[config.mk]
export PLATFORM = sky130hd
export DESIGN_NAME = clock_led_segment_refresh_unit
export DESIGN_NICKNAME = d
export VERILOG_FILES = /design/src/clsr_pkg.sv /design/src/clsr_front.sv /design/src/clsr_queue.sv /design/src/clsr_back.sv /design/src/clock_led_segment_refresh_unit.sv
export SDC_FILE = /design/constraint.sdc
export NUM_CORES = 1
export LEC_CHECK = 0
export ABC_AREA = 1
export BUFFER_PORTS_ARGS = -buffer_cell sky130_fd_sc_hd__buf_4
export CELL_PAD_IN_SITES_DETAIL_PLACEMENT = 1
export CELL_PAD_IN_SITES_GLOBAL_PLACEMENT = 2
export CORE_ASPECT_RATIO = 1.4
export CORE_MARGIN = 3
export CORE_UTILIZATION = 33
export CTS_BUF_LIST = sky130_fd_sc_hd__clkbuf_4 sky130_fd_sc_hd__clkbuf_8
export CTS_CLUSTER_DIAMETER = 40
export DETAILED_ROUTE_END_ITERATION = 16
export PLACE_DENSITY = 0.76
export SETUP_SLACK_MARGIN = 0.15
export SLEW_MARGIN = 20
export SYNTH_ARGS = -nofsm -noshare
export SYNTH_HDL_FRONTEND = slang
export SYNTH_SLANG_ARGS = --single-unit
[constraint.sdc]
create_clock -name aclk -period 4.1 [get_ports aclk]
set_input_delay 0.205 -clock aclk [delete_from_list [all_inputs] [get_ports aclk]]
set_output_delay 0.205 -clock aclk [all_outputs]
set_load 0.03 [all_outputs]
[src/clsr_pkg.sv]
// clsr_pkg: shared types, constants and digit/segment functions for the
// clock LED segment refresh unit. No dependencies.

package clsr_pkg;

    localparam int QUEUE_DEPTH = 2;
    localparam int NUM_DIGITS  = 6;
    localparam int FRAME_COUNT = 9;

    localparam logic CMD_LOAD = 1'b0;
    localparam logic CMD_TICK = 1'b1;

    localparam logic [7:0] FRAME_MODE      = 8'h02;
    localparam logic [7:0] FRAME_DATA_AUTO = 8'h40;
    localparam logic [7:0] FRAME_DISP_ON   = 8'h88;
    localparam logic [7:0] ADDR_BASE       = 8'hc0;
    localparam logic [7:0] SEG_DASH        = 8'h40;
    localparam logic [7:0] SEG_BLANK       = 8'h00;
    localparam logic [7:0] SEG_DOT         = 8'h80;
    localparam logic [7:0] LEVEL_MAX       = 8'h07;

    localparam logic [4:0] BITS_CMD  = 5'd8;
    localparam logic [4:0] BITS_DATA = 5'd16;

    localparam logic [0:0] ADDR_BRIGHTNESS = 1'b0;
    localparam logic [0:0] ADDR_FLIPPED    = 1'b1;

    // refresh transaction handed from front to back
    typedef struct packed {
        logic [NUM_DIGITS-1:0][7:0] data;
        logic [2:0]                 level;
    } refresh_t;

    typedef logic [7:0] digit_buf_t [NUM_DIGITS];

    function automatic logic [7:0] seg_code(input logic [3:0] d);
        logic [7:0] s;
        case (d)
            4'd0: s = 8'h3f;
            4'd1: s = 8'h06;
            4'd2: s = 8'h5b;
            4'd3: s = 8'h4f;
            4'd4: s = 8'h66;
            4'd5: s = 8'h6d;
            4'd6: s = 8'h7d;
            4'd7: s = 8'h07;
            4'd8: s = 8'h7f;
            4'd9: s = 8'h6f;
            default: s = 8'h00;
        endcase
        return s;
    endfunction

    // v/10 for v < 64 via reciprocal (13/128)
    function automatic logic [3:0] tens_digit(input logic [5:0] v);
        logic [9:0] p;
        p = 10'(v) * 10'd13;
        return p[9:7] == 3'd0 ? 4'd0 : 4'(p[9:7]);
    endfunction

    function automatic logic [3:0] units_digit(input logic [5:0] v);
        logic [5:0] t10;
        logic [5:0] r;
        t10 = 6'(tens_digit(v)) * 6'd10;
        r   = v - t10;
        return r[3:0];
    endfunction

    function automatic logic [7:0] swap_top(input logic [7:0] v);
        return {v[6], v[7], v[5:0]};
    endfunction

    function automatic logic [7:0] turn_over(input logic [7:0] v);
        return {v[6], v[7], v[2:0], v[5:3]};
    endfunction

endpackage

[src/clsr_front.sv]
// clsr_front: takes input transactions, updates the digit buffer on loads
// and builds the remapped refresh transaction on ticks. Uses clsr_pkg.

module clsr_front (
    input  logic                 aclk,
    input  logic                 aresetn,
    input  logic                 s_valid,
    output logic                 s_ready,
    input  logic                 s_cmd,
    input  logic                 s_date_mode,
    input  logic [4:0]           s_hour_value,
    input  logic [5:0]           s_minute_value,
    input  logic [5:0]           s_second_value,
    input  logic [3:0]           s_month_value,
    input  logic [4:0]           s_day_value,
    input  logic [7:0]           brightness_level,
    input  logic                 flipped_view,
    input  logic                 q_full,
    output logic                 q_push,
    output clsr_pkg::refresh_t   q_data
);

    clsr_pkg::digit_buf_t buf_reg;
    clsr_pkg::digit_buf_t buf_next;
    logic                 accept;

    assign s_ready = !q_full;
    assign accept  = s_valid && s_ready;
    assign q_push  = accept && (s_cmd == clsr_pkg::CMD_TICK);

    always_comb begin
        logic [5:0] h, m, s, mo, d;
        h  = 6'(s_hour_value);
        m  = s_minute_value;
        s  = s_second_value;
        mo = 6'(s_month_value);
        d  = 6'(s_day_value);
        buf_next = buf_reg;
        if (accept && s_cmd == clsr_pkg::CMD_LOAD) begin
            if (!s_date_mode) begin
                buf_next[0] = clsr_pkg::seg_code(clsr_pkg::tens_digit(h));
                buf_next[1] = clsr_pkg::seg_code(clsr_pkg::units_digit(h)) | clsr_pkg::SEG_DOT;
                buf_next[2] = clsr_pkg::seg_code(clsr_pkg::tens_digit(m)) | clsr_pkg::SEG_DOT;
                buf_next[3] = clsr_pkg::seg_code(clsr_pkg::units_digit(m)) | clsr_pkg::SEG_DOT;
                buf_next[4] = clsr_pkg::seg_code(clsr_pkg::tens_digit(s)) | clsr_pkg::SEG_DOT;
                buf_next[5] = clsr_pkg::seg_code(clsr_pkg::units_digit(s));
            end else begin
                buf_next[0] = clsr_pkg::SEG_BLANK;
                buf_next[1] = clsr_pkg::seg_code(clsr_pkg::tens_digit(mo));
                buf_next[2] = clsr_pkg::seg_code(clsr_pkg::units_digit(mo));
                buf_next[3] = clsr_pkg::SEG_DASH;
                buf_next[4] = clsr_pkg::seg_code(clsr_pkg::tens_digit(d));
                buf_next[5] = clsr_pkg::seg_code(clsr_pkg::units_digit(d));
            end
        end
    end

    always_ff @(posedge aclk) begin
        if (!aresetn) begin
            for (int i = 0; i < clsr_pkg::NUM_DIGITS; i++) begin
                buf_reg[i] <= clsr_pkg::SEG_DASH;
            end
        end else begin
            buf_reg <= buf_next;
        end
    end

    always_comb begin
        if (!flipped_view) begin
            q_data.data[0] = clsr_pkg::swap_top(buf_reg[5]);
            q_data.data[1] = clsr_pkg::swap_top(buf_reg[4]);
            q_data.data[2] = buf_reg[3];
            q_data.data[3] = clsr_pkg::swap_top(buf_reg[2]);
            q_data.data[4] = buf_reg[1];
            q_data.data[5] = buf_reg[0];
        end else begin
            q_data.data[0] = clsr_pkg::turn_over(buf_reg[0]);
            q_data.data[1] = clsr_pkg::turn_over(buf_reg[1]);
            q_data.data[2] = clsr_pkg::turn_over(clsr_pkg::swap_top(buf_reg[2]));
            q_data.data[3] = clsr_pkg::turn_over(buf_reg[3]);
            q_data.data[4] = clsr_pkg::turn_over(clsr_pkg::swap_top(buf_reg[4]));
            q_data.data[5] = clsr_pkg::turn_over(clsr_pkg::swap_top(buf_reg[5]));
        end
        q_data.level = (brightness_level > clsr_pkg::LEVEL_MAX) ? 3'd7 : brightness_level[2:0];
    end

endmodule

[src/clsr_queue.sv]
// clsr_queue: short FIFO of refresh transactions between front and back.
// Uses clsr_pkg.

module clsr_queue #(
    parameter int DEPTH = clsr_pkg::QUEUE_DEPTH
) (
    input  logic               aclk,
    input  logic               aresetn,
    input  logic               push,
    input  clsr_pkg::refresh_t push_data,
    output logic               full,
    output logic               not_empty,
    input  logic               pop,
    output clsr_pkg::refresh_t head
);

    localparam int PW = (DEPTH > 1) ? $clog2(DEPTH) : 1;
    localparam int CW = $clog2(DEPTH + 1);

    clsr_pkg::refresh_t mem [DEPTH];
    logic [PW-1:0] wr_ptr_reg, wr_ptr_next;
    logic [PW-1:0] rd_ptr_reg, rd_ptr_next;
    logic [CW-1:0] count_reg, count_next;

    assign full      = (count_reg == CW'(DEPTH));
    assign not_empty = (count_reg != '0);
    assign head      = mem[rd_ptr_reg];

    always_comb begin
        wr_ptr_next = wr_ptr_reg;
        rd_ptr_next = rd_ptr_reg;
        count_next  = count_reg;
        if (push) begin
            wr_ptr_next = (wr_ptr_reg == PW'(DEPTH - 1)) ? '0 : wr_ptr_reg + 1'b1;
        end
        if (pop) begin
            rd_ptr_next = (rd_ptr_reg == PW'(DEPTH - 1)) ? '0 : rd_ptr_reg + 1'b1;
        end
        if (push && !pop) begin
            count_next = count_reg + 1'b1;
        end else if (pop && !push) begin
            count_next = count_reg - 1'b1;
        end
    end

    always_ff @(posedge aclk) begin
        if (push) begin
            mem[wr_ptr_reg] <= push_data;
        end
    end

    always_ff @(posedge aclk) begin
        if (!aresetn) begin
            wr_ptr_reg <= '0;
            rd_ptr_reg <= '0;
            count_reg  <= '0;
        end else begin
            wr_ptr_reg <= wr_ptr_next;
            rd_ptr_reg <= rd_ptr_next;
            count_reg  <= count_next;
        end
    end

endmodule

[src/clsr_back.sv]
// clsr_back: sequences the nine frames of a refresh transaction into the
// output register. Uses clsr_pkg.

module clsr_back (
    input  logic               aclk,
    input  logic               aresetn,
    input  logic               q_not_empty,
    input  clsr_pkg::refresh_t q_head,
    output logic               q_pop,
    output logic               m_valid,
    input  logic               m_ready,
    output logic [15:0]        m_frame_word,
    output logic [4:0]         m_frame_bits,
    output logic               m_last_frame
);

    logic        valid_reg;
    logic [3:0]  cnt_reg, cnt_next;
    logic [15:0] word_reg;
    logic [4:0]  bits_reg;
    logic        last_reg;
    logic        advance;
    logic [15:0] word_next;
    logic [4:0]  bits_next;
    logic        last_next;
    logic [2:0]  idx;

    assign advance = q_not_empty && (!valid_reg || m_ready);
    assign q_pop   = advance && (cnt_reg == 4'(clsr_pkg::FRAME_COUNT - 1));
    assign idx     = 3'(cnt_reg - 4'd2);

    always_comb begin
        cnt_next  = cnt_reg;
        word_next = 16'h0000;
        bits_next = clsr_pkg::BITS_CMD;
        last_next = 1'b0;
        case (cnt_reg)
            4'd0: word_next = {8'h00, clsr_pkg::FRAME_MODE};
            4'd1: word_next = {8'h00, clsr_pkg::FRAME_DATA_AUTO};
            4'd2, 4'd3, 4'd4, 4'd5, 4'd6, 4'd7: begin
                word_next = {q_head.data[idx], clsr_pkg::ADDR_BASE + {4'd0, idx, 1'b0}};
                bits_next = clsr_pkg::BITS_DATA;
            end
            default: begin
                word_next = {8'h00, clsr_pkg::FRAME_DISP_ON | {5'd0, q_head.level}};
                last_next = 1'b1;
            end
        endcase
        if (advance) begin
            cnt_next = q_pop ? 4'd0 : cnt_reg + 4'd1;
        end
    end

    always_ff @(posedge aclk) begin
        if (!aresetn) begin
            valid_reg <= 1'b0;
            cnt_reg   <= 4'd0;
        end else begin
            cnt_reg <= cnt_next;
            if (advance) begin
                valid_reg <= 1'b1;
            end else if (m_ready) begin
                valid_reg <= 1'b0;
            end
        end
    end

    always_ff @(posedge aclk) begin
        if (advance) begin
            word_reg <= word_next;
            bits_reg <= bits_next;
            last_reg <= last_next;
        end
    end

    assign m_valid      = valid_reg;
    assign m_frame_word = word_reg;
    assign m_frame_bits = bits_reg;
    assign m_last_frame = last_reg;

endmodule

[src/clock_led_segment_refresh_unit.sv]
// clock_led_segment_refresh_unit: top level, APB registers, front, queue, back.
// Uses clsr_pkg, clsr_front, clsr_queue, clsr_back.
//
//   channel   direction  contents
//   s_*       in         cmd, date_mode, hour/minute/second/month/day values
//   m_*       out        frame_word, frame_bits, last_frame
//   APB       in/out     brightness_level (0x0), flipped_view (0x4)
//
// A load transaction gives no frames.
// A tick gives nine frames, one per cycle while m_ready holds, set by the back-end frame counter.
// Ticks queue (QUEUE_DEPTH deep); s_ready drops only while the queue is full.
// Output stall holds the frame register; reset is synchronous, buffer to dashes.

module clock_led_segment_refresh_unit #(
    parameter int QUEUE_DEPTH = clsr_pkg::QUEUE_DEPTH
) (
    input  logic        aclk,
    input  logic        aresetn,
    input  logic        s_valid,
    output logic        s_ready,
    input  logic        s_cmd,
    input  logic        s_date_mode,
    input  logic [4:0]  s_hour_value,
    input  logic [5:0]  s_minute_value,
    input  logic [5:0]  s_second_value,
    input  logic [3:0]  s_month_value,
    input  logic [4:0]  s_day_value,
    output logic        m_valid,
    input  logic        m_ready,
    output logic [15:0] m_frame_word,
    output logic [4:0]  m_frame_bits,
    output logic        m_last_frame,
    input  logic        psel,
    input  logic        penable,
    input  logic        pwrite,
    input  logic [2:0]  paddr,
    input  logic [31:0] pwdata,
    output logic [31:0] prdata,
    output logic        pready
);

    logic [7:0]         brightness_reg;
    logic               flipped_reg;
    logic               q_full, q_not_empty, q_push, q_pop;
    clsr_pkg::refresh_t q_in, q_head;

    assign pready = 1'b1;

    always_ff @(posedge aclk) begin
        if (!aresetn) begin
            brightness_reg <= 8'd3;
            flipped_reg    <= 1'b0;
        end else if (psel && penable && pwrite) begin
            case (paddr[2])
                clsr_pkg::ADDR_BRIGHTNESS: brightness_reg <= pwdata[7:0];
                clsr_pkg::ADDR_FLIPPED:    flipped_reg    <= pwdata[0];
                default: ;
            endcase
        end
    end

    always_comb begin
        case (paddr[2])
            clsr_pkg::ADDR_BRIGHTNESS: prdata = {24'd0, brightness_reg};
            clsr_pkg::ADDR_FLIPPED:    prdata = {31'd0, flipped_reg};
            default:                   prdata = 32'd0;
        endcase
    end

    clsr_front u_front (
        .aclk             (aclk),
        .aresetn          (aresetn),
        .s_valid          (s_valid),
        .s_ready          (s_ready),
        .s_cmd            (s_cmd),
        .s_date_mode      (s_date_mode),
        .s_hour_value     (s_hour_value),
        .s_minute_value   (s_minute_value),
        .s_second_value   (s_second_value),
        .s_month_value    (s_month_value),
        .s_day_value      (s_day_value),
        .brightness_level (brightness_reg),
        .flipped_view     (flipped_reg),
        .q_full           (q_full),
        .q_push           (q_push),
        .q_data           (q_in)
    );

    clsr_queue #(
        .DEPTH (QUEUE_DEPTH)
    ) u_queue (
        .aclk      (aclk),
        .aresetn   (aresetn),
        .push      (q_push),
        .push_data (q_in),
        .full      (q_full),
        .not_empty (q_not_empty),
        .pop       (q_pop),
        .head      (q_head)
    );

    clsr_back u_back (
        .aclk         (aclk),
        .aresetn      (aresetn),
        .q_not_empty  (q_not_empty),
        .q_head       (q_head),
        .q_pop        (q_pop),
        .m_valid      (m_valid),
        .m_ready      (m_ready),
        .m_frame_word (m_frame_word),
        .m_frame_bits (m_frame_bits),
        .m_last_frame (m_last_frame)
    );

endmodule

======== After elaboration in Yosys (flattened, before gate mapping) ========
Memory sizes are Yosys's and may differ from the RTL's. A register that Yosys moved wholly into a read port is not among the register bits.
Index checks and enable logic that the tools add are counted.
word-level totals
  memory bits (read-only) ................. 1120
  latch bits .............................. 0
  word-level logic and storage cells ...... 113
  memory bits (writable) .................. 102
  memories ................................ 11
  bits in registers ....................... 88
  input bits .............................. 70
cells by class
  multipliers ............................. 10
  reductions and logical operators ........ 26
  multiplexer cells ....................... 25
  shift-type cells ........................ 0
  bitwise gates (word level) .............. 2
  order comparisons ....................... 2
  div/mod/pow operators ................... 0
  add/subtract/negate cells ............... 12
  equality and inequality tests ........... 9
memory list
  memory            words  bits a word  rd ports  clocked after memory_dff  write ports  line            text
  (name not given)  16     7            1         0                         0            clsr_pkg.sv:38  case (d)
  (name not given)  16     7            1         0                         0            clsr_pkg.sv:38
  (name not given)  16     7            1         0                         0            clsr_pkg.sv:38
  (name not given)  16     7            1         0                         0            clsr_pkg.sv:38
  (name not given)  16     7            1         0                         0            clsr_pkg.sv:38
  (name not given)  16     7            1         0                         0            clsr_pkg.sv:38
  5 more memories   n/a    n/a          n/a       n/a                       n/a          n/a
operator list
  cell                    number
  $mux W48                2
  $pmux W32 S2            1
  $pmux W16 S3            1
  $bmux W8 S3             1
  $mul A4 B3 Y3 const B   5
  $mul A6 B4 Y10 const B  2
  $sub A4 B4 Y4           5
  $mul A5 B4 Y9 const B   2
  $eq A4 B3 Y1 const B    4
  $mux W1                 10
  $logic_and A1 B1 Y1     9
  $mux W3                 3
  $add A7 B5 Y8 const A   1
  $eq A4 B2 Y1 const B    2
  $gt A8 B3 Y1 const B    1
  $mul A4 B4 Y8 const B   1
  $mux W2                 4
  $mux W8                 1
  $reduce_or A8 Y1        1
  $logic_not A3 Y1        2
  $reduce_bool A2 Y1      3
  $reduce_or A6 Y1        1
  $mux W5                 1
  $add A4 B1 Y4 const B   1
  15 further kinds        22

======== Logic depth before layout (Yosys ltp) ========
Gate-level depths: netlist of run 1.
  word-level depth ........................ 8
  mapped depth ............................ 29

======== By module ========
Synthesis of run 1 repeated with hierarchy kept, for this count alone.
unflattened totals
  cells, all modules ...................... 1296
  area, all modules ....................... 11732.5 um^2
by module, submodules not included
  module                          area an instance (um^2)  sequential area each (um^2)  times used  cells each
  clsr_front                      5337.6                   820.8                        1           786
  clsr_queue                      4164.0                   3163.0                       1           194
  clsr_back                       1557.7                   610.6                        1           213
  clock_led_segment_refresh_unit  673.1                    180.2                        1           103

======== Worst setup path after synthesis of run 1 ========
Ideal clock, no wire load.
  path kind ............................... input -> register
  start ................................... input s_second_value[2]
  end ..................................... register u_front.buf_reg[0] (netlist name)
  setup time .............................. 69 ps
  setup slack ............................. 172 ps
  stages on the path ...................... 28
  path buffers ............................ 0
  arrival ................................. 3859 ps
  cells stage by stage .................... ha_1 -> inv_1 -> fa_1 -> inv_1 -> ha_1 -> nand2_1 -> inv_1 -> nand2_1 -> nand2_1 -> nand2_1 -> nand2_1 -> xor2_1 -> inv_1 -> ha_1 -> inv_1 -> nor2_1 -> inv_1 -> nand2_1 -> inv_1 -> ha_1 -> fa_1 -> inv_1 -> or2_2 -> o21ai_0 -> nand3_1 -> nand3_1 -> nand2_1 -> a21oi_2
between the ends
  longest elaborated chain between the ends .. 7
ends and longest elaborated chain
  what                            line                                  text
  start: declaration              clock_led_segment_refresh_unit.sv:25  input logic [5:0] s_second_value,
  $mul A6 B4 Y10                  clsr_pkg.sv:57                        p = 10'(v) * 10'd13;
  $logic_not A3 Y1                clsr_pkg.sv:58                        return p[9:7] == 3'd0 ? 4'd0 : 4'(p[9:7]);
  $mux W3                         clsr_pkg.sv:58
  $mul A4 B3 Y3                   clsr_pkg.sv:64                        t10 = 6'(tens_digit(v)) * 6'd10;
  $sub A4 B4 Y4 *                 clsr_pkg.sv:65                        r = v - t10;
  $mem_v2 Z16 W7 *                n/a
  $mux W48 *                      clsr_front.sv:40                      if (!s_date_mode) begin
  end signal: indexed assignment  clsr_front.sv:61                      buf_reg[i] <= clsr_pkg::SEG_DASH;
  end signal: assignment          clsr_front.sv:64                      buf_reg <= buf_next;
  end: declaration                clsr_front.sv:23                      clsr_pkg::digit_buf_t buf_reg;
Mark *: on every way between the ends. The rest lies on a longest branch, timed or not.
A chain may end at the register's enable or synchronous reset.

======== Worst setup path after layout of run 1 ========
Ends and elaborated chain as after synthesis.

==> metrics.md, run 1 <==
| Metric | Value |
|---|---|
| Worst-Margin Slew | between 0.8 and 0.9 ns |
| Commonest non-fill, non-tap cells in the layout | nand2_1 (249), inv_1 (138), ha_1 (110) |
| Num CTS Buffers | 17 |
| Maximum fanout along the worst path | 3 |
| Leading cell type in the layout, fill and taps excluded | nand2_1 |
| Area contributors post-synth | edfxtp_1 (31%), ha_1 (13%), dfxtp_1 (11%) |
| Hold Path Class | in2reg |
| Peak VDD IR | around 0.21 mV |
| Total wire length | ~25000 µm |
| Synth Cell Area | approximately 10000 µm² |
| Pre-antenna DRT Iters | 4 |
| Final setup violation count | 0 |
| Clk buf depth | 2 |
| Placer congestion estimate | ~0.76 |
| Max Freq | 272 MHz |
| Slew Limit Fails | 0 |
| First-pass GRT wire length | 41600 µm |
| Starting Density | between 30% and 40% |
| Grt ovf | 0 |
| Status | completed |
| Setup_tns | 0 ns |
| Max-cap violations | 0 |
| Top cell by count, worst path | inv_1 |
| CTS root buf | clkbuf_8 |
| DP HPWL | between 15000 and 20000 µm |
| Die ar. | ~34000 µm² |
| Final hold violation count | 0 |
| Nets | approximately 1500 |
| Post-synth EDFFs | around 110 |
| CORE AREA | just over 30000 µm² |
| Pin count of the biggest net entering global routing | 48 |
| Slew margin rel. | a little under half |
| Number of flip-flops in the largest register | 92 |
| Period utilization | 89.6% |
| Fin area | between 10000 and 15000 µm² |
| Post-synth top area share | between 30% and 40% |
| Yosys cell types | 53 |
| Post-CTS Setup Inserts | 0 |
| Clock slew at reported path FFs | 0.10 ns |
| R2r setup slk | roughly 1.3 ns |
| Unrepaired setup endpoints after global routing | yes |
| Synthesized flop and latch total | between 150 and 200 |
| Share of layout cells above drive strength 1 | 15.1% |
| Final ANT Viol Nets | 0 |
| Vias in the first global route | around 8400 |
| Yosys top cell by area | edfxtp_1 |
| DRT iter0 DRCs | 330 |
| CP startpoint kind | input port |
| I/O pins | roughly 130 |
| Yosys Warn Count | 0 |
| Register area share after synthesis | between 40% and 50% |
| CTS sink cnt | around 170 |
| Dpl ws | -0.109 ns |
| Die width | ~160 µm |
| Final WS setup | ~0.42 ns |
| Min Tclk post-route | roughly 3.7 ns |
| Critical-path top delay cell | fa_2 |
| Rows | 76 |
| Total power draw | 5.02 mW |
| Port bufs | 70 |
| CP arrival | between 4 and 5 ns |
| Total GRT Usage | between 10% and 20% |
| Number of H-tree levels | 4 |
| Antenna fix cells | 0 |
| Worst EP required | between 4 and 5 ns |
| Post-route DRC violation count | 0 |
| Area delta synth->final | 14.0% |
| Synth Flop Type | edfxtp_1 |
| Setup crit end kind | flip-flop |
| Cell count after synthesis | 1202 |
| Placed cell areas | 11400 µm² |
| FFs w/ async S/R, synth | 0% |
| P per Cell Area | roughly 420 nW/µm² |
| DR WL/cell | roughly 15 µm |
| Vias | slightly above 8000 |
| Largest stage delay on the critical path | between 0.5 and 0.6 ns |
| Clock skew | roughly 0.016 ns |
| Die Span Y | ~220 µm |
| CTS tree | yes |
| Static Leak | between 5 and 6 nW |
| Initial antenna violation count | 0 |
| Setup CP Type | in2reg |
| Clock Latency Late Sink | 0.46 ns |
| Syn_area_per_cell | 8.71 µm² |
| Via density per instance | slightly below 5 |
==> critical path, delay by kind of cell <==
kind / cells / cell delay, ns
and+or+nand+nor: 11 / 1.06
buffers and inverters: 9 / 0.54
adders and majority gates: 6 / 1.90
AOI/OAI and AO/OA: 2 / 0.19
xor gates and xnor gates: 1 / 0.15
==> final timing paths <==
kind,from,end,cells past startpoint
worst max register to register,u_back.cnt_reg[1],u_queue.count_reg[1],10
worst min-delay path,pwdata[4],brightness_reg[4],3
worst min register to register,u_front.buf_reg[20],u_front.buf_reg[20],2
worst max-delay path,s_second_value[2],u_front.buf_reg[0],29
==> what timing repair did <==
action	4_1_cts	5_1_grt
endpoints found under the hold margin	2	0
hold buffers	2	0
endpoints found under the setup margin	0	14
gates resized for setup	0	6
==> logic make-up (layout without fill, tap and decap cells) <==
kind of cell	count (synthesis)	count (layout)	share of synthesized area, %
AO/OA/AOI/OAI	247	247	13.6
buffers and inverters	224	283	9.23
XOR/XNOR	12	12	1.08
AND/OR/NAND/NOR	428	428	18.2
other	2	30	0.0717
flip-flops	169	169	42.7
adder cells (fa/ha/maj)	120	120	15.1
==> report_power, final <==
group	total (mW)	internal (mW)	switching [mW]
registers	2.00	1.95	0.0489
logic	1.68	0.622	1.06
clock network	1.35	0.698	0.651
==> metal layers <==
metal  track usage, %  vias to the layer above  routed length, µm
li1                 -                     4107                  -
met1             17.4                     3917              10600
met2             28.0                       94              13200
met3             1.99                       21                455
met4             4.55                        0                548
met5                0                        -                  0
==> through the flow <==
step	utilization (%)	cells	hold slack [ns]
2_1_floorplan	-	1230	0.331
3_3_place_gp	36.9	1645	0.423
3_5_place_dp	36.9	1645	0.448
4_1_cts	38.4	1679	0.00261
5_1_grt	38.5	1679	0.0190
6_report	38.5	1679	0.0243
==> cells in the mapped netlist (6+ instances only) <==
cell and count:
o21ai_0 107, dfxtp_1 60, nand3_1 74, a31oi_1 7, nor2_1 61, inv_2 8, inv_1 139, nand2_1 250
nand2_4 6, a221oi_1 6, ha_1 110, fa_1 10, xor2_1 7, a21oi_1 79, buf_1 7, o221ai_1 6
nand2_2 10, edfxtp_1 109, clkbuf_1 32, buf_4 31, a21oi_2 8
==> cell type report <==
class | instances | area [µm²]
Clock buffer | 18 | 248
Timing Repair Buffer | 102 | 771
Sequential cell | 169 | 4470
Multi-Input combinational cell | 837 | 5180
Tap cell | 390 | 488
Clock inverter | 14 | 209
Inverter | 149 | 562
Fill cell | 3659 | 19100
Note: power is estimated with default switching activity, not from simulation.
==> run 2: changes to the inputs <==
--- a/config.mk
+++ b/config.mk
@@ -5,17 +5,16 @@
 export SDC_FILE = /design/constraint.sdc
 export NUM_CORES = 1
 export LEC_CHECK = 0
-export ABC_AREA = 1
 export BUFFER_PORTS_ARGS = -buffer_cell sky130_fd_sc_hd__buf_4
 export CELL_PAD_IN_SITES_DETAIL_PLACEMENT = 1
-export CELL_PAD_IN_SITES_GLOBAL_PLACEMENT = 2
+export CELL_PAD_IN_SITES_GLOBAL_PLACEMENT = 1
 export CORE_ASPECT_RATIO = 1.4
 export CORE_MARGIN = 3
-export CORE_UTILIZATION = 33
+export CORE_UTILIZATION = 44
 export CTS_BUF_LIST = sky130_fd_sc_hd__clkbuf_4 sky130_fd_sc_hd__clkbuf_8
 export CTS_CLUSTER_DIAMETER = 40
 export DETAILED_ROUTE_END_ITERATION = 16
-export PLACE_DENSITY = 0.76
+export PLACE_DENSITY = 0.77
 export SETUP_SLACK_MARGIN = 0.15
 export SLEW_MARGIN = 20
 export SYNTH_ARGS = -nofsm -noshare
==> metrics.md, run 2 <==
| Metric | Value |
|---|---|
| Synth Cell Area | ~10000 µm² |
| CP startpoint kind | input port |
| Vias in the first global route | roughly 8300 |
| Hold_sp | pwdata[5] |
| P per Cell Area | between 400 and 500 nW/µm² |
| DP HPWL | between 15000 and 20000 µm |
| Max-cap violations | 0 |
| Period utilization | 93.5% |
| Post-synth EDFFs | ~110 |
| R2r setup slk | roughly 1.6 ns |
| Clk buf depth | 2 |
| First-pass GRT wire length | about 42000 µm |
| Sequential Area | about 4500 µm² |
| Num CTS Buffers | 17 |
| CTS root buf | clkbuf_8 |
| Via density per instance | ~5.5 |
| Share of layout cells above drive strength 1 | between 20 and 30% |
| I/O pins | around 130 |
| DR WL/cell | about 19 µm |
| Reg2Reg Depth | 7 |
| Worst-Margin Slew | 1.04 ns |
| CTS sink cnt | 169 |
| Grt ovf | 0 |
| Min Tclk post-route | roughly 3.8 ns |
| Syn_area_per_cell | approximately 11 µm² |
| Slew margin rel. | 30.3% |
| Commonest non-fill, non-tap cells in the layout | buf_4 (140), edfxtp_1 (109), ha_1 (104) |
| Clock Latency Late Sink | roughly 0.45 ns |
| Die Span Y | approximately 190 µm |
| Commonest cells post-synth | ha_1 (110), edfxtp_1 (109), nand2_1 (74) |
| Post-route DRC violation count | 0 |
| Clock skew | 0.0152 ns |
| Worst EP required | approximately 4.5 ns |
| DRT iter0 DRCs | ~470 |
| Setup CP Type | in2reg |
| Port bufs | 70 |
| Area delta synth->final | 18.1% |
| Yosys top cell by area | edfxtp_1 |
| Fillers | approximately 2500 |
| Vias | around 7500 |
| CORE AREA | between 20000 and 25000 µm² |
| Nets | approximately 1200 |
| Worst Hold Depth | 3 |
| CTS tree | yes |
| Hold EP | brightness_reg[5] |
| Total GRT Usage | between 20% and 30% |
| Register area share after synthesis | around 43% |
| FFs w/ async S/R, synth | 0% |
| Unrepaired setup endpoints after global routing | yes |
| Yosys Warn Count | 0 |
| Slew Limit Fails | 0 |
| Maximum fanout along the worst path | 7 |
| Fin area | 12200 µm² |
| Number of H-tree levels | 4 |
| Final hold violation count | 0 |
| Number of flip-flops in the largest register | around 90 |
| Rows | 65 |
| Post-synth top area share | roughly a third |
| Synthesized flop and latch total | about 170 |
| Hold Path Class | in2reg |
| CP arrival | roughly 4.2 ns |
| Synth Flop Type | edfxtp_1 |
| Worst r2r src | u_queue.count_reg[0] |
| Placer congestion estimate | 0.819 |
| Die ar. | between 20000 and 30000 µm² |
| Initial antenna violation count | 0 |
| Cell count after synthesis | ~900 |
| Static Leak | a little over 5 nW |
| Top-count cell post-synth | ha_1 |
| Post-route insts no fill | between 1000 and 1500 |
| Starting Density | between 40% and 50% |
| Final setup violation count | 0 |
| Setup crit end kind | flip-flop |
| Pin count of the biggest net entering global routing | between 40 and 50 |
| Yosys cell types | 74 |
| Area contributors post-synth | edfxtp_1 (32%), ha_1 (13%), dfxtp_1 (12%) |
| Total wire length | between 20000 and 30000 µm |
| Clock slew at reported path FFs | about 0.090 ns |
| Antenna fix cells | 0 |
| Peak VDD IR | around 0.16 mV |
| Placed cell areas | roughly 12000 µm² |
| Die width | ~140 µm |
| Leading cell type in the layout, fill and taps excluded | buf_4 |
| Status | completed |
| Multi-input gate area | roughly 5600 µm² |
| Final ANT Viol Nets | 0 |
| Pre-antenna DRT Iters | 5 |
| Placed cells | 1327 |
| Max Freq | ~260 MHz |
| Capture point of the worst reg-to-reg path | u_front.buf_reg[5] |
==> run 2: final cells by class <==
type | count | area share, %
tap | 301 | 3.09
inverter | 63 | 1.94
sequential | 169 | 36.7
clock inverter | 13 | 0.985
multi-input combinational | 656 | 45.8
clock buffer | 19 | 2.09
timing repair buffer | 148 | 9.34
==> run 2: worst max-delay path by stage <==
| stage | startpoint | endpoint | slack, ns | depth (start not counted) |
|---|---|---|---|---|
| 6_report | s_minute_value[2] | u_front.buf_reg[16] | 0.27 | 22 |
| 2_1_floorplan | s_minute_value[3] | u_front.buf_reg[18] | -0.34 | 22 |
| 5_1_grt | s_minute_value[2] | u_front.buf_reg[19] | 0.05 | 23 |
| 3_3_place_gp | s_minute_value[2] | u_front.buf_reg[18] | -0.35 | 23 |
| 3_5_place_dp | s_minute_value[2] | u_front.buf_reg[18] | -0.45 | 23 |
| 4_1_cts | s_minute_value[2] | u_front.buf_reg[18] | 0.15 | 23 |
==> run 2: critical path, stage by stage <==
cell	delay, ns
buf_8	0.11
ha_4	0.25
inv_2	0.03
fa_1	0.49
inv_2	0.05
ha_4	0.21
a21o_1	0.17
a311o_1	0.31
a21oi_2	0.19
xnor2_2	0.09
inv_2	0.08
ha_4	0.12
and2_4	0.14
nor2_4	0.04
ha_2	0.18
fa_2	0.38
xnor2_4	0.24
xnor2_2	0.13
a211oi_4	0.35
buf_4	0.18
nand4_1	0.09
o211ai_1	0.15
==> run 2: power by group <==
part,total [mW],internal (mW),switching [mW]
Clock,1.12,0.508,0.617
Combinational,1.93,0.859,1.07
Sequential,2.03,1.95,0.0776
Total,5.09,3.32,1.77
==> run 2: what timing repair did <==
item / 4_1_cts / 5_1_grt
buffers inserted: 2 / 3
setup endpoints to repair: 7 / 12
hold buffers: 5 / 0
endpoints found under the hold margin: 5 / 0
gates resized for setup: 0 / 17
pin swaps: 10 / 10
==> run 2: metrics by stage <==
step | hold slack (ns) | util (%) | worst slack (ns) | power, mW | TNS (ns)
global placement | 0.427 | 51.1 | -0.350 | 3.85 | -2.47
finish | 0.0222 | 53.5 | 0.268 | 5.09 | 0
detailed placement | 0.436 | 51.1 | -0.451 | 3.93 | -3.69
global route | 0.00862 | 53.5 | 0.0512 | 5.40 | 0
CTS | 0.000519 | 53.0 | 0.151 | 5.05 | 0
floorplan | 0.329 | - | -0.344 | 3.28 | -1.88
==> run 2: per-layer routing <==
metal / global-route usage, % / vias to the layer above / part of all wire, %
met2: 39.0 / 171 / 56
met5: 0 / - / 0
li1: - / 3570 / -
met4: 6.48 / 0 / 2.3
met1: 23.3 / 3757 / 38
met3: 3.04 / 48 / 3.5
==> run 2: logic make-up after synthesis <==
group           after synthesis  synth area share [%]
other cells                   2                0.0728
buf+inv                     127                  5.82
xor+xnor                     31                  2.84
simple gates                217                  9.88
compound gates              176                  11.8
mux                          82                  10.9
fa+ha+maj                   120                  15.3
flops                       169                  43.4
==> run 3: changes to the inputs <==
--- a/config.mk
+++ b/config.mk
@@ -5,18 +5,21 @@
 export SDC_FILE = /design/constraint.sdc
 export NUM_CORES = 1
 export LEC_CHECK = 0
+export ABC_AREA = 1
 export BUFFER_PORTS_ARGS = -buffer_cell sky130_fd_sc_hd__buf_4
 export CELL_PAD_IN_SITES_DETAIL_PLACEMENT = 1
 export CELL_PAD_IN_SITES_GLOBAL_PLACEMENT = 1
 export CORE_ASPECT_RATIO = 1.4
 export CORE_MARGIN = 3
-export CORE_UTILIZATION = 44
+export CORE_UTILIZATION = 43
 export CTS_BUF_LIST = sky130_fd_sc_hd__clkbuf_4 sky130_fd_sc_hd__clkbuf_8
 export CTS_CLUSTER_DIAMETER = 40
 export DETAILED_ROUTE_END_ITERATION = 16
-export PLACE_DENSITY = 0.77
+export PLACE_DENSITY = 0.78
+export REMOVE_ABC_BUFFERS = 1
 export SETUP_SLACK_MARGIN = 0.15
 export SLEW_MARGIN = 20
 export SYNTH_ARGS = -nofsm -noshare
 export SYNTH_HDL_FRONTEND = slang
+export SYNTH_HIERARCHICAL = 1
 export SYNTH_SLANG_ARGS = --single-unit
==> metrics.md, run 3 <==
| Metric | Value |
|---|---|
| Sequential Area | between 4000 and 5000 µm² |
| Post-CTS Setup Inserts | 0 |
| Post-synth EDFFs | between 100 and 150 |
| Unrepaired setup endpoints after global routing | no |
| Top-count cell post-synth | nand2_1 |
| Share of layout cells above drive strength 1 | between 10% and 20% |
| WP buf/inv | 4 |
| I/O pins | 127 |
| Finished Core Util | roughly half |
| Post-synthesis xor/xnor area fraction | slightly above 1% |
| Max-cap violations | 0 |
| First-pass GRT wire length | ~42000 µm |
| Period utilization | about nine tenths |
| Num CTS Buffers | 17 |
| Grt ovf | 0 |
| Clock Latency Late Sink | 0.44 ns |
| CTS tree | yes |
| Cell count after synthesis | between 1000 and 1500 |
| Area contributors post-synth | edfxtp_1 (30%), ha_1 (12%), dfxtp_1 (10%) |
| Max Freq | around 270 MHz |
| DP HPWL | between 20000 and 25000 µm |
| Post-Synth Adder-Cell Area | around an eighth |
| Dpl ws | -0.0453 ns |
| Peak VDD IR | between 0.2 and 0.25 mV |
| Commonest non-fill, non-tap cells in the layout | nand2_1 (294), inv_1 (160), edfxtp_1 (119) |
| Post-synth top area share | between 30% and 40% |
| Top cell by count, worst path | nand2_1 |
| Clock skew | about 0.018 ns |
| DRT iter0 DRCs | around 320 |
| CP startpoint kind | input port |
| Met2 Wirelength | between 10000 and 15000 µm |
| Placer congestion estimate | roughly 0.78 |
| CTS root buf | clkbuf_8 |
| Final hold slack | 0.0814 ns |
| Setup_tns | 0 ns |
| Compound-Gate Fraction of Synth Area | roughly 8.3% |
| Post-route DRC violation count | 0 |
| Maximum fanout along the worst path | 8 |
| Die Span Y | approximately 200 µm |
| Yosys cell types | 52 |
| Commonest cells post-synth | nand2_1 (294), inv_1 (164), edfxtp_1 (119) |
| WL met3 | around 620 µm |
| Reg2Reg Depth | 3 |
| Vias | around 8600 |
| Post-Route M1 WL | between 9000 and 10000 µm |
| Largest family of logic cells by synthesized area | simple AND/OR/NAND/NOR gates |
| Synthesized flop and latch total | 179 |
| Placed cell areas | around 12000 µm² |
| Nets | 1544 |
| Multi-input gate area | 5840 µm² |
| Clk buf depth | 2 |
| CP arrival | between 4 and 5 ns |
| Yosys top cell by area | edfxtp_1 |
| Final WS setup | between 0.4 and 0.5 ns |
| Final ANT Viol Nets | 0 |
| DR WL/cell | around 15 µm |
| Vias in the first global route | 8854 |
| Worst Hold Depth | 5 |
| Leading cell type in the layout, fill and taps excluded | nand2_1 |
| Total GRT Usage | 17.3% |
| Setup CP Type | in2reg |
| Simple-Gate Fraction of Synth Area | 19.4% |
| Proportion of synthesized area in mux cells | ~6.5% |
| Slew margin rel. | approximately two fifths |
| Rows | 70 |
| Slew Limit Fails | 0 |
| Synth Flop Type | edfxtp_1 |
| Die width | 146 µm |
| Stages on the worst setup path | 25 |
| Total wire length | about 25000 µm |
| P per Cell Area | 400 nW/µm² |
| Largest delay share family, worst path | adder cells |
| Min Tclk post-route | 3.64 ns |
| Antenna fix cells | 0 |
| Top layer in use | met4 |
| Status | completed |
| Port bufs | 70 |
| Number of flip-flops in the largest register | about 100 |
| Initial antenna violation count | 0 |
| Starting Density | 44.2% |
| Pre-antenna DRT Iters | 6 |
| Pin count of the biggest net entering global routing | 52 |
| Number of H-tree levels | 4 |
| Via density per instance | 4.95 |
| Fillers | roughly 3200 |
| Critical-path top delay cell | fa_1 |
| Final hold violation count | 0 |
| Worst EP required | approximately 4.5 ns |
| Static Leak | 5.88 nW |
| CORE AREA | ~27000 µm² |
| Setup crit end kind | flip-flop |
| Hold Path Class | in2reg |
| Largest stage delay on the critical path | between 0.4 and 0.5 ns |
| Area delta synth->final | 9.18% |
| Syn_area_per_cell | a little over 9 µm² |
| Final setup violation count | 0 |
| Register area share after synthesis | 40.7% |
| Fin area | approximately 13000 µm² |
| FFs w/ async S/R, synth | 0% |
| Synth Cell Area | about 12000 µm² |
| Clock slew at reported path FFs | approximately 0.090 ns |
| Die ar. | just under 30000 µm² |
| CTS sink cnt | 179 |
| Yosys Warn Count | 6 |
| Worst-Margin Slew | 0.925 ns |
## run 3: logic make-up after synthesis
group                      after synthesis
adders and majority gates              120
AOI/OAI and AO/OA                      172
other                                    4
and+or+nand+nor                        507
xor gates and xnor gates                13
DFF                                    179
muxes                                   51
buffers and inverters                  250
## run 3: what timing repair did
item	4_1_cts	5_1_grt
setup endpoints to repair	0	1
hold endpoints to repair	3	0
hold buffers	3	0
resized for setup	0	3
## run 3: cell type report
class,count,share of cell area (%)
repair buffers,87,5.16
inverters,174,5.11
well taps,360,3.52
clock buffers,19,1.94
flip-flops and latches,179,37.3
multi-input cells,895,45.6
clock inverters,13,1.43
## run 3: worst min-delay path, delay by kind of cell
family | cells | cell delay [ns]
AND/OR/NAND/NOR | 3 | 0.17
buffers and inverters | 2 | 0.11
## run 3: report_power, final
part           internal, mW  switching (mW)  total, mW  leakage (nW)
sequential             2.06          0.0589       2.12          1.61
combinational         0.607            1.10       1.71          4.06
clock                 0.679           0.619       1.30         0.214
total                  3.35            1.78       5.13          5.88
## run 3: through the flow
stage                     power [mW]  std cells
after detailed placement        3.89       1692
after global routing            5.49       1727
final                           5.13       1727
after global placement          3.81       1692
after floorplan                 3.40       1248
after CTS                       5.19       1727
## run 3: per-layer routing
metal | vias to the layer above | track usage, %
li1 | 4291 | -
met1 | 4126 | 18.2
met2 | 108 | 34.6
met3 | 25 | 2.61
met4 | 0 | 5.94
met5 | - | 0
## run 3: final timing paths
| kind | to | slack (ns) | startpoint |
|---|---|---|---|
| max reg2reg | u_queue/mem[1][34] | 1.62 | flipped_reg |
| min | brightness_reg[5] | 0.08 | pwdata[5] |
| min reg2reg | u_front/buf_reg[20] | 0.48 | u_front/buf_reg[20] |
| max | u_front/buf_reg[17] | 0.46 | s_minute_value[1] |
